==> src/hufm_pkg.sv <==
`timescale 1ns / 1ps
// Shared constants, mode codes and controller/datapath interface structs
// for the Huffman tree merge engine. No dependencies.
package hufm_pkg;

    localparam int SYMBOLS     = 256;
    localparam int STORE_DEPTH = 512;
    localparam int NODE_W      = $clog2(STORE_DEPTH);
    localparam int NEXT_W      = NODE_W + 1;
    localparam int WEIGHT_W    = 40;
    localparam int FREQ_W      = 32;
    localparam int SYM_W       = 8;
    localparam int MODE_W      = 2;

    localparam logic [MODE_W-1:0] MODE_LOAD  = 2'd0;
    localparam logic [MODE_W-1:0] MODE_MERGE = 2'd1;
    localparam logic [MODE_W-1:0] MODE_CLEAR = 2'd2;

    // Commands from the controller to the datapath.
    typedef struct packed {
        logic load;         // write the incoming frequency into its leaf
        logic clear_start;  // restart the leaf clearing pass
        logic clear_step;   // zero one leaf and advance
        logic scan_start;   // reset the selection and the scan address
        logic scan_step;    // issue one read and advance
        logic wr_sum;       // store the parent weight
        logic wr_left;      // zero the best child
        logic wr_right;     // zero the second child, bump next_node
        logic report_merge;
        logic report_done;
    } hufm_cmd_t;

    // Status from the datapath to the controller.
    typedef struct packed {
        logic clear_last;
        logic scan_last;
        logic can_merge;
        logic full;
    } hufm_sts_t;

endpackage

==> src/hufm_ctrl.sv <==
`timescale 1ns / 1ps
// Sequencing state machine of the Huffman tree merge engine.
// Depends on hufm_pkg for mode codes and the command/status structs.
module hufm_ctrl
    import hufm_pkg::*;
(
    input  logic              clk,
    input  logic              rst_n,
    input  logic              start,
    input  logic [MODE_W-1:0] mode,
    input  hufm_sts_t         sts,
    output hufm_cmd_t         cmd,
    output logic              busy
);

    typedef enum logic [2:0] {
        ST_CLEAR,
        ST_IDLE,
        ST_SCAN,
        ST_FLUSH,
        ST_DECIDE,
        ST_WR_SUM,
        ST_WR_LEFT,
        ST_WR_RIGHT
    } state_t;

    state_t state_reg, state_next;

    assign busy = (state_reg != ST_IDLE);

    always_comb
    begin
        state_next = state_reg;
        cmd        = '0;
        case (state_reg)
            ST_CLEAR:
            begin
                cmd.clear_step = 1'b1;
                if (sts.clear_last)
                begin
                    state_next = ST_IDLE;
                end
            end
            ST_IDLE:
            begin
                if (start)
                begin
                    case (mode)
                        MODE_LOAD:
                        begin
                            cmd.load = 1'b1;
                        end
                        MODE_MERGE:
                        begin
                            cmd.scan_start = 1'b1;
                            // A full store answers as a finished tree without a scan.
                            state_next = sts.full ? ST_DECIDE : ST_SCAN;
                        end
                        MODE_CLEAR:
                        begin
                            cmd.clear_start = 1'b1;
                            state_next      = ST_CLEAR;
                        end
                        default:
                        begin
                            state_next = ST_IDLE;
                        end
                    endcase
                end
            end
            ST_SCAN:
            begin
                cmd.scan_step = 1'b1;
                if (sts.scan_last)
                begin
                    state_next = ST_FLUSH;
                end
            end
            ST_FLUSH:
            begin
                // The last read word is compared during this cycle.
                state_next = ST_DECIDE;
            end
            ST_DECIDE:
            begin
                if (sts.can_merge && !sts.full)
                begin
                    state_next = ST_WR_SUM;
                end
                else
                begin
                    cmd.report_done = 1'b1;
                    state_next      = ST_IDLE;
                end
            end
            ST_WR_SUM:
            begin
                cmd.wr_sum = 1'b1;
                state_next = ST_WR_LEFT;
            end
            ST_WR_LEFT:
            begin
                cmd.wr_left = 1'b1;
                state_next  = ST_WR_RIGHT;
            end
            ST_WR_RIGHT:
            begin
                cmd.wr_right     = 1'b1;
                cmd.report_merge = 1'b1;
                state_next       = ST_IDLE;
            end
            default:
            begin
                state_next = ST_IDLE;
            end
        endcase
    end

    always_ff @(posedge clk or negedge rst_n)
    begin
        if (!rst_n)
        begin
            state_reg <= ST_CLEAR;
        end
        else
        begin
            state_reg <= state_next;
        end
    end

endmodule

==> config.mk <==
export PLATFORM = sky130hd
export DESIGN_NAME = hufm_ctrl
export DESIGN_NICKNAME = d
export VERILOG_FILES = /design/src/hufm_pkg.sv /design/src/hufm_ctrl.sv
export SDC_FILE = /design/constraint.sdc
export NUM_CORES = 1
export LEC_CHECK = 0
export BUFFER_PORTS_ARGS = -buffer_cell sky130_fd_sc_hd__buf_2
export CORE_AREA = 2 2 40 42
export CTS_CLUSTER_DIAMETER = 80
export CTS_CLUSTER_SIZE = 8
export DETAILED_ROUTE_END_ITERATION = 7
export DIE_AREA = 0 0 42 44
export GPL_ROUTABILITY_DRIVEN = 1
export PLACE_DENSITY = 0.49
export SLEW_MARGIN = 10
export SYNTH_ARGS = -nofsm -noshare
export SYNTH_HDL_FRONTEND = slang
export SYNTH_SLANG_ARGS = --single-unit
==> constraint.sdc <==
create_clock -name clk -period 2.1 [get_ports clk]
set_clock_uncertainty 0.15 [all_clocks]
set_input_delay 0.21 -clock clk [delete_from_list [all_inputs] [get_ports clk]]
set_output_delay 0.21 -clock clk [all_outputs]
set_load 0.01 [all_outputs]
==> impl_metrics.json, run 1 <==
{
  "status": "finished, final reports clean",
  "setup_ws_ns": 0.390,
  "cts_resized": 0,
  "synthesis.nets": 53,
  "final_max_slew_viol_count": 0,
  "synthXorXnorAreaFrac_pct": 0,
  "synth-seq-cells": 3,
  "drt_iter0_markers": 1,
  "syn_to_final_growth_pct": 37.2,
  "worst-path-max-fanout": 10,
  "gp_congestion": 0.688,
  "cts_buffer_depth": 2,
  "wire_per_inst_um": 9.46,
  "irDropWorstVdd_mv": 0.314,
  "rows": 14,
  "synth_common_cells": "6 x inv_1, 4 x nor2_1, 3 x and3_1, 3 x dfrtp_1, 3 x ha_1",
  "root_buffer": "clkbuf_4",
  "fin_setup_tns_ns": 0,
  "clock_sinks": 3,
  "p_switching_mw": 0.209,
  "p_seq_share_pct": 27.5,
  "p_clk_share_pct": 20.4,
  "drive_gt1_share_pct": 40.3,
  "finalHoldViolCount": 0,
  "power.density_mw_per_mm2": 1060,
  "cts_tree": "done",
  "largest_reg_flops": 3,
  "maxCapViolations": 0,
  "port_buffers": 19,
  "stdcell_area_um2": 462,
  "hpwl_um": 605,
  "maxSlewHeadroom_pct": 75.5,
  "grtUsageTotal_pct": 9.83,
  "synth_edf_count": 0,
  "htreeDepth": 1,
  "grt_pass1_wl_um": 1320,
  "ys_top_cells_by_area": "dfrtp_1 22%, ha_1 11%, inv_1 6.7%",
  "power.internal_mw": 0.282,
  "synth_top_family_by_area": "simple AND/OR/NAND/NOR gates",
  "p_leak_nw": 0.275,
  "insertion_delay_ns": 0.23,
  "synth_ff_type": "dfrtp_1",
  "dpl_cell_area_um2": 425,
  "vias": 333,
  "fin_nets": 75,
  "synthAdderAreaFrac_pct": 11.2,
  "end_kind": "primary output",
  "ys_seq_area_share_pct": 22.3,
  "avgSynthCellArea_um2": 8.21,
  "numCtsBuffers": 3,
  "grt_max_degree": 11,
  "synth_compound_area_share_pct": 14.5,
  "power.total_mw": 0.491,
  "p_comb_share_pct": 52.1,
  "ys_warn_count": 0,
  "sw_frac_of_total_pct": 42.6,
  "n_antenna_cell": 0,
  "ios": 20,
  "fp.dieH_um": 44,
  "synthSimpleGateAreaFrac_pct": 34.6,
  "synthMuxAreaShare_pct": 2.97,
  "syn_area_um2": 337,
  "grt_pass1_vias": 335,
  "routed_wl_um": 738,
  "start_util_pct": 23.7,
  "post-cts-setup-buffers": 0,
  "crit_type": "reg -> out",
  "hold_path_class": "in -> async",
  "startpoint_type": "register",
  "required_ns": 1.74,
  "fp.dieW_um": 42,
  "grt_overflow": 0,
  "yosysTopAreaCell": "dfrtp_1",
  "place_ws_ns": 0.632,
  "ys_async_sr_fraction_pct": 100,
  "timing.fmax_mhz": 585,
  "rsz0062_at_grt": "no",
  "yosys.area.top_type_share_pct": 22.3,
  "die_area_mm2": 0.00185,
  "utilization_pct": 32.5,
  "synth_most_common_cell": "inv_1",
  "vias_per_cell": 4.27,
  "core_mm2": 0.00142,
  "ys_types": 24,
  "setup_viol_count_final": 0,
  "antenna_found_initial": 0,
  "fin_crit_ns": 1.71,
  "fin_crit_sh_pct": 81.4,
  "antenna_left": 0,
  "crit_arrival_ns": 1.35,
  "drc_errors": 0,
  "tightest_slew_ns": 0.368,
  "dr.pass1.iters": 2,
  "postSynthCellCount": 41,
  "path_clk_slew_ns": 0.04
}
power groups by stage:
stage / clock network (mW) / registers, mW / logic (mW)
2_1_floorplan: 0 / 0.0984 / 0.233
3_3_place_gp: 0 / 0.138 / 0.256
3_5_place_dp: 0 / 0.135 / 0.256
4_1_cts: 0.105 / 0.135 / 0.260
5_1_grt: 0.109 / 0.144 / 0.283
6_report: 0.100 / 0.135 / 0.256
per-layer routing:
| metal | vias up | wire, um | share of wire (%) | global-route usage (%) |
|---|---|---|---|---|
| met2 | 14 | 321 | 43 | 14.4 |
| met4 | 0 | 0 | 0 | 9.68 |
| met3 | 0 | 64 | 8.7 | 2.92 |
| li1 | 180 | - | - | - |
| met5 | - | 0 | 0 | 0 |
| met1 | 139 | 352 | 48 | 11.3 |
per-stage QoR:
step           hold WS [ns]  cells
5_1_grt               0.161     78
6_report              0.150     78
4_1_cts               0.143     78
3_3_place_gp         -0.143     73
2_1_floorplan        -0.236     41
3_5_place_dp         -0.142     73
logic make-up (layout without fill, tap and decap cells):
family / after synthesis / in the layout
AND/OR/NAND/NOR: 19 / 19
buffers and inverters: 9 / 30
AO/OA/AOI/OAI: 6 / 6
adder cells (fa/ha/maj): 3 / 3
flip-flops: 3 / 3
multiplexers: 1 / 1
final timing paths:
kind	start	end	slack (ns)	depth (start not counted)
max	state_reg[1]	cmd[9]	0.39	4
max reg2reg	state_reg[1]	state_reg[2]	0.73	3
max in group asynchronous	rst_n	state_reg[1]	1.55	2
min	rst_n	state_reg[2]	0.15	2
min in group clk	sts[3]	state_reg[0]	0.15	3
min reg2reg	state_reg[0]	state_reg[0]	0.49	1
what timing repair did:
action,4_1_cts,5_1_grt
endpoints found under the hold margin,3,0
endpoints found under the setup margin,0,0
hold buffers,1,0
placed cells by master (no fill, tap or decap), drive strengths merged:
| cell type | n |
|---|---|
| clkbuf | 4 |
| a2111oi | 1 |
| nand3 | 1 |
| nor4bb | 1 |
| dlygate4sd3 | 1 |
| buf | 19 |
| a32oi | 1 |
| nand2b | 1 |
| nor4 | 1 |
| nor2 | 4 |
| dfrtp | 3 |
| ha | 3 |
| a211oi | 1 |
| or2b | 1 |
| and2 | 2 |
| inv | 6 |
| nor2b | 2 |
| nand2 | 2 |
| nor3 | 1 |
| o31ai | 1 |
| o21ai | 2 |
| mux2i | 1 |
| and3 | 3 |
worst max-delay path: stages (launching register included):
cell,delay [ns]
dfrtp_1,0.50
nor2b_4,0.17
and2_4,0.18
and3_1,0.16
buf_2,0.12
final cells by class:
| type | instances | area, um2 |
|---|---|---|
| well taps | 16 | 20.0 |
| multi-input cells | 29 | 213 |
| repair buffers | 20 | 105 |
| flip-flops and latches | 3 | 75.1 |
| fillers | 163 | 957 |
| clock buffers | 4 | 26.3 |
| inverters | 6 | 22.5 |
Note: power is estimated with default switching activity, not from simulation.
==> run 2: changes to the inputs <==
- clock period: 2.1 -> 1.65 ns (I/O delays scaled with it)
==> run 2 against run 1 <==
Clock power increased by 30%. Largest power group unchanged. Clock-buffer cell count unchanged. Sequential power increased by 16%. Non-clock buffer count increased by 6. Routed wire length increased by 13%. Highest routed layer unchanged. Combinational power increased by 71%.
==> impl_metrics.json, run 2 (synthesized netlist as in run 1, its figures left out) <==
{
  "fin_nets": 81,
  "path_clk_slew_ns": 0.04,
  "startpoint_type": "register",
  "timing.fmax_mhz": 623,
  "maxCapViolations": 0,
  "rows": 14,
  "gp_congestion": 0.688,
  "hpwl_um": 599,
  "crit_arrival_ns": 1.29,
  "finalHoldViolCount": 0,
  "fin_crit_sh_pct": 97.2,
  "root_buffer": "clkbuf_4",
  "port_buffers": 19,
  "hold_path_class": "in -> async",
  "antenna_left": 0,
  "final_cell_mix": "19 x buf_2, 6 x inv_1, 6 x buf_4",
  "grt_pass1_wl_um": 1290,
  "utilization_pct": 36.0,
  "core_mm2": 0.00142,
  "die_area_mm2": 0.00185,
  "holdWs_ns": 0.103,
  "maxSlewHeadroom_pct": 80.6,
  "critical_path_buf_inv_count": 2,
  "dpl.cell_count": 73,
  "grt_pass1_vias": 324,
  "cts_tree": "done",
  "p_leak_nw": 0.302,
  "grtUsageTotal_pct": 9.85,
  "drive_gt1_share_pct": 50.0,
  "ios": 20,
  "crit_slowest_cell": "dfrtp_2",
  "stdcell_count": 84,
  "crit_type": "reg -> out",
  "vias_per_cell": 4.39,
  "irDropWorstVdd_mv": 0.418,
  "fin_setup_tns_ns": 0,
  "status": "finished, final reports clean",
  "final_max_slew_viol_count": 0,
  "cts_buffer_depth": 2,
  "antenna_found_initial": 0,
  "tightest_slew_ns": 0.289,
  "wire_per_inst_um": 9.96,
  "setup_viol_count_final": 0,
  "drt_iter0_markers": 8,
  "routed_wl_um": 837,
  "fp.dieW_um": 42,
  "end_kind": "primary output",
  "path_cells": "buf_4 > nor4_1 > buf_2",
  "insertion_delay_ns": 0.23,
  "dr.pass1.iters": 4,
  "final_common_cell": "buf_2",
  "start_util_pct": 23.7,
  "drc_errors": 0,
  "power.density_mw_per_mm2": 1420,
  "cp_top_family": "flip-flops",
  "grt_max_degree": 11,
  "fin_crit_ns": 1.60,
  "vias": 369,
  "grt_overflow": 0,
  "largest_reg_flops": 3,
  "fp.dieH_um": 44,
  "rsz0062_at_grt": "no",
  "critPathMaxStageDelay_ns": 0.45,
  "worst-path-max-fanout": 6,
  "numCtsBuffers": 3,
  "clock_sinks": 3,
  "n_antenna_cell": 0,
  "syn_to_final_growth_pct": 51.7,
  "htreeDepth": 1,
  "required_ns": 1.33
}
## run 2: changes by cell type in the layout (fill, tap and decap cells not counted), sizes merged
cell | before | now
buf | 19 | 25
## run 2: path summary, 6_finish.rpt
path	start	cells after the start	slack (ns)	endpoint
min	rst_n	2	0.10	state_reg[2]
max in group asynchronous	rst_n	2	1.13	state_reg[0]
min reg2reg	state_reg[0]	2	0.47	state_reg[0]
max	state_reg[1]	3	0.05	cmd[0]
max reg2reg	state_reg[1]	4	0.27	state_reg[2]
min in group clk	sts[3]	3	0.10	state_reg[0]
## run 2: final cells by class
class / count / area (um2)
Fill cell: 160 / 908
Multi-Input combinational cell: 29 / 213
Timing Repair Buffer: 26 / 150
Sequential cell: 3 / 78.8
Clock buffer: 4 / 26.3
Inverter: 6 / 22.5
Tap cell: 16 / 20.0
## run 2: where the power goes
group	switching, mW	leakage, nW	total (mW)	internal [mW]
clock	0.0394	0.0150	0.130	0.0907
sequential	0.0478	0.0340	0.157	0.109
combinational	0.204	0.253	0.437	0.233
total	0.291	0.302	0.724	0.433
## run 2: worst register-to-register path, cell delays in order (launching register included)
cell and delay [ns]:
dfrtp_2 0.45, buf_4 0.17, nand3_1 0.10, o31ai_1 0.09, a2111oi_2 0.32
## run 2: layer usage
layer | routed length [um] | part of all wire, % | track usage, % | vias to the layer above
met2 | 394 | 47 | 14.1 | 18
met4 | 0 | 0 | 9.68 | 0
li1 | - | - | - | 192
met5 | 0 | 0 | 0 | -
met3 | 49 | 5.9 | 2.92 | 0
met1 | 394 | 47 | 11.6 | 159
## run 2: per-stage QoR
stage	worst slack [ns]	area [um2]	total power [mW]
2_1_floorplan	0.391	337	0.421
3_3_place_gp	0.202	425	0.502
3_5_place_dp	0.222	425	0.501
4_1_cts	0.00371	464	0.643
5_1_grt	0.00142	510	0.780
6_report	0.0461	510	0.724
## run 2: what timing repair did
item,4_1_cts,5_1_grt
hold endpoints to repair,3,0
setup endpoints to repair,3,4
hold buffers,1,0
gates resized for setup,2,1
setup buffers,0,6
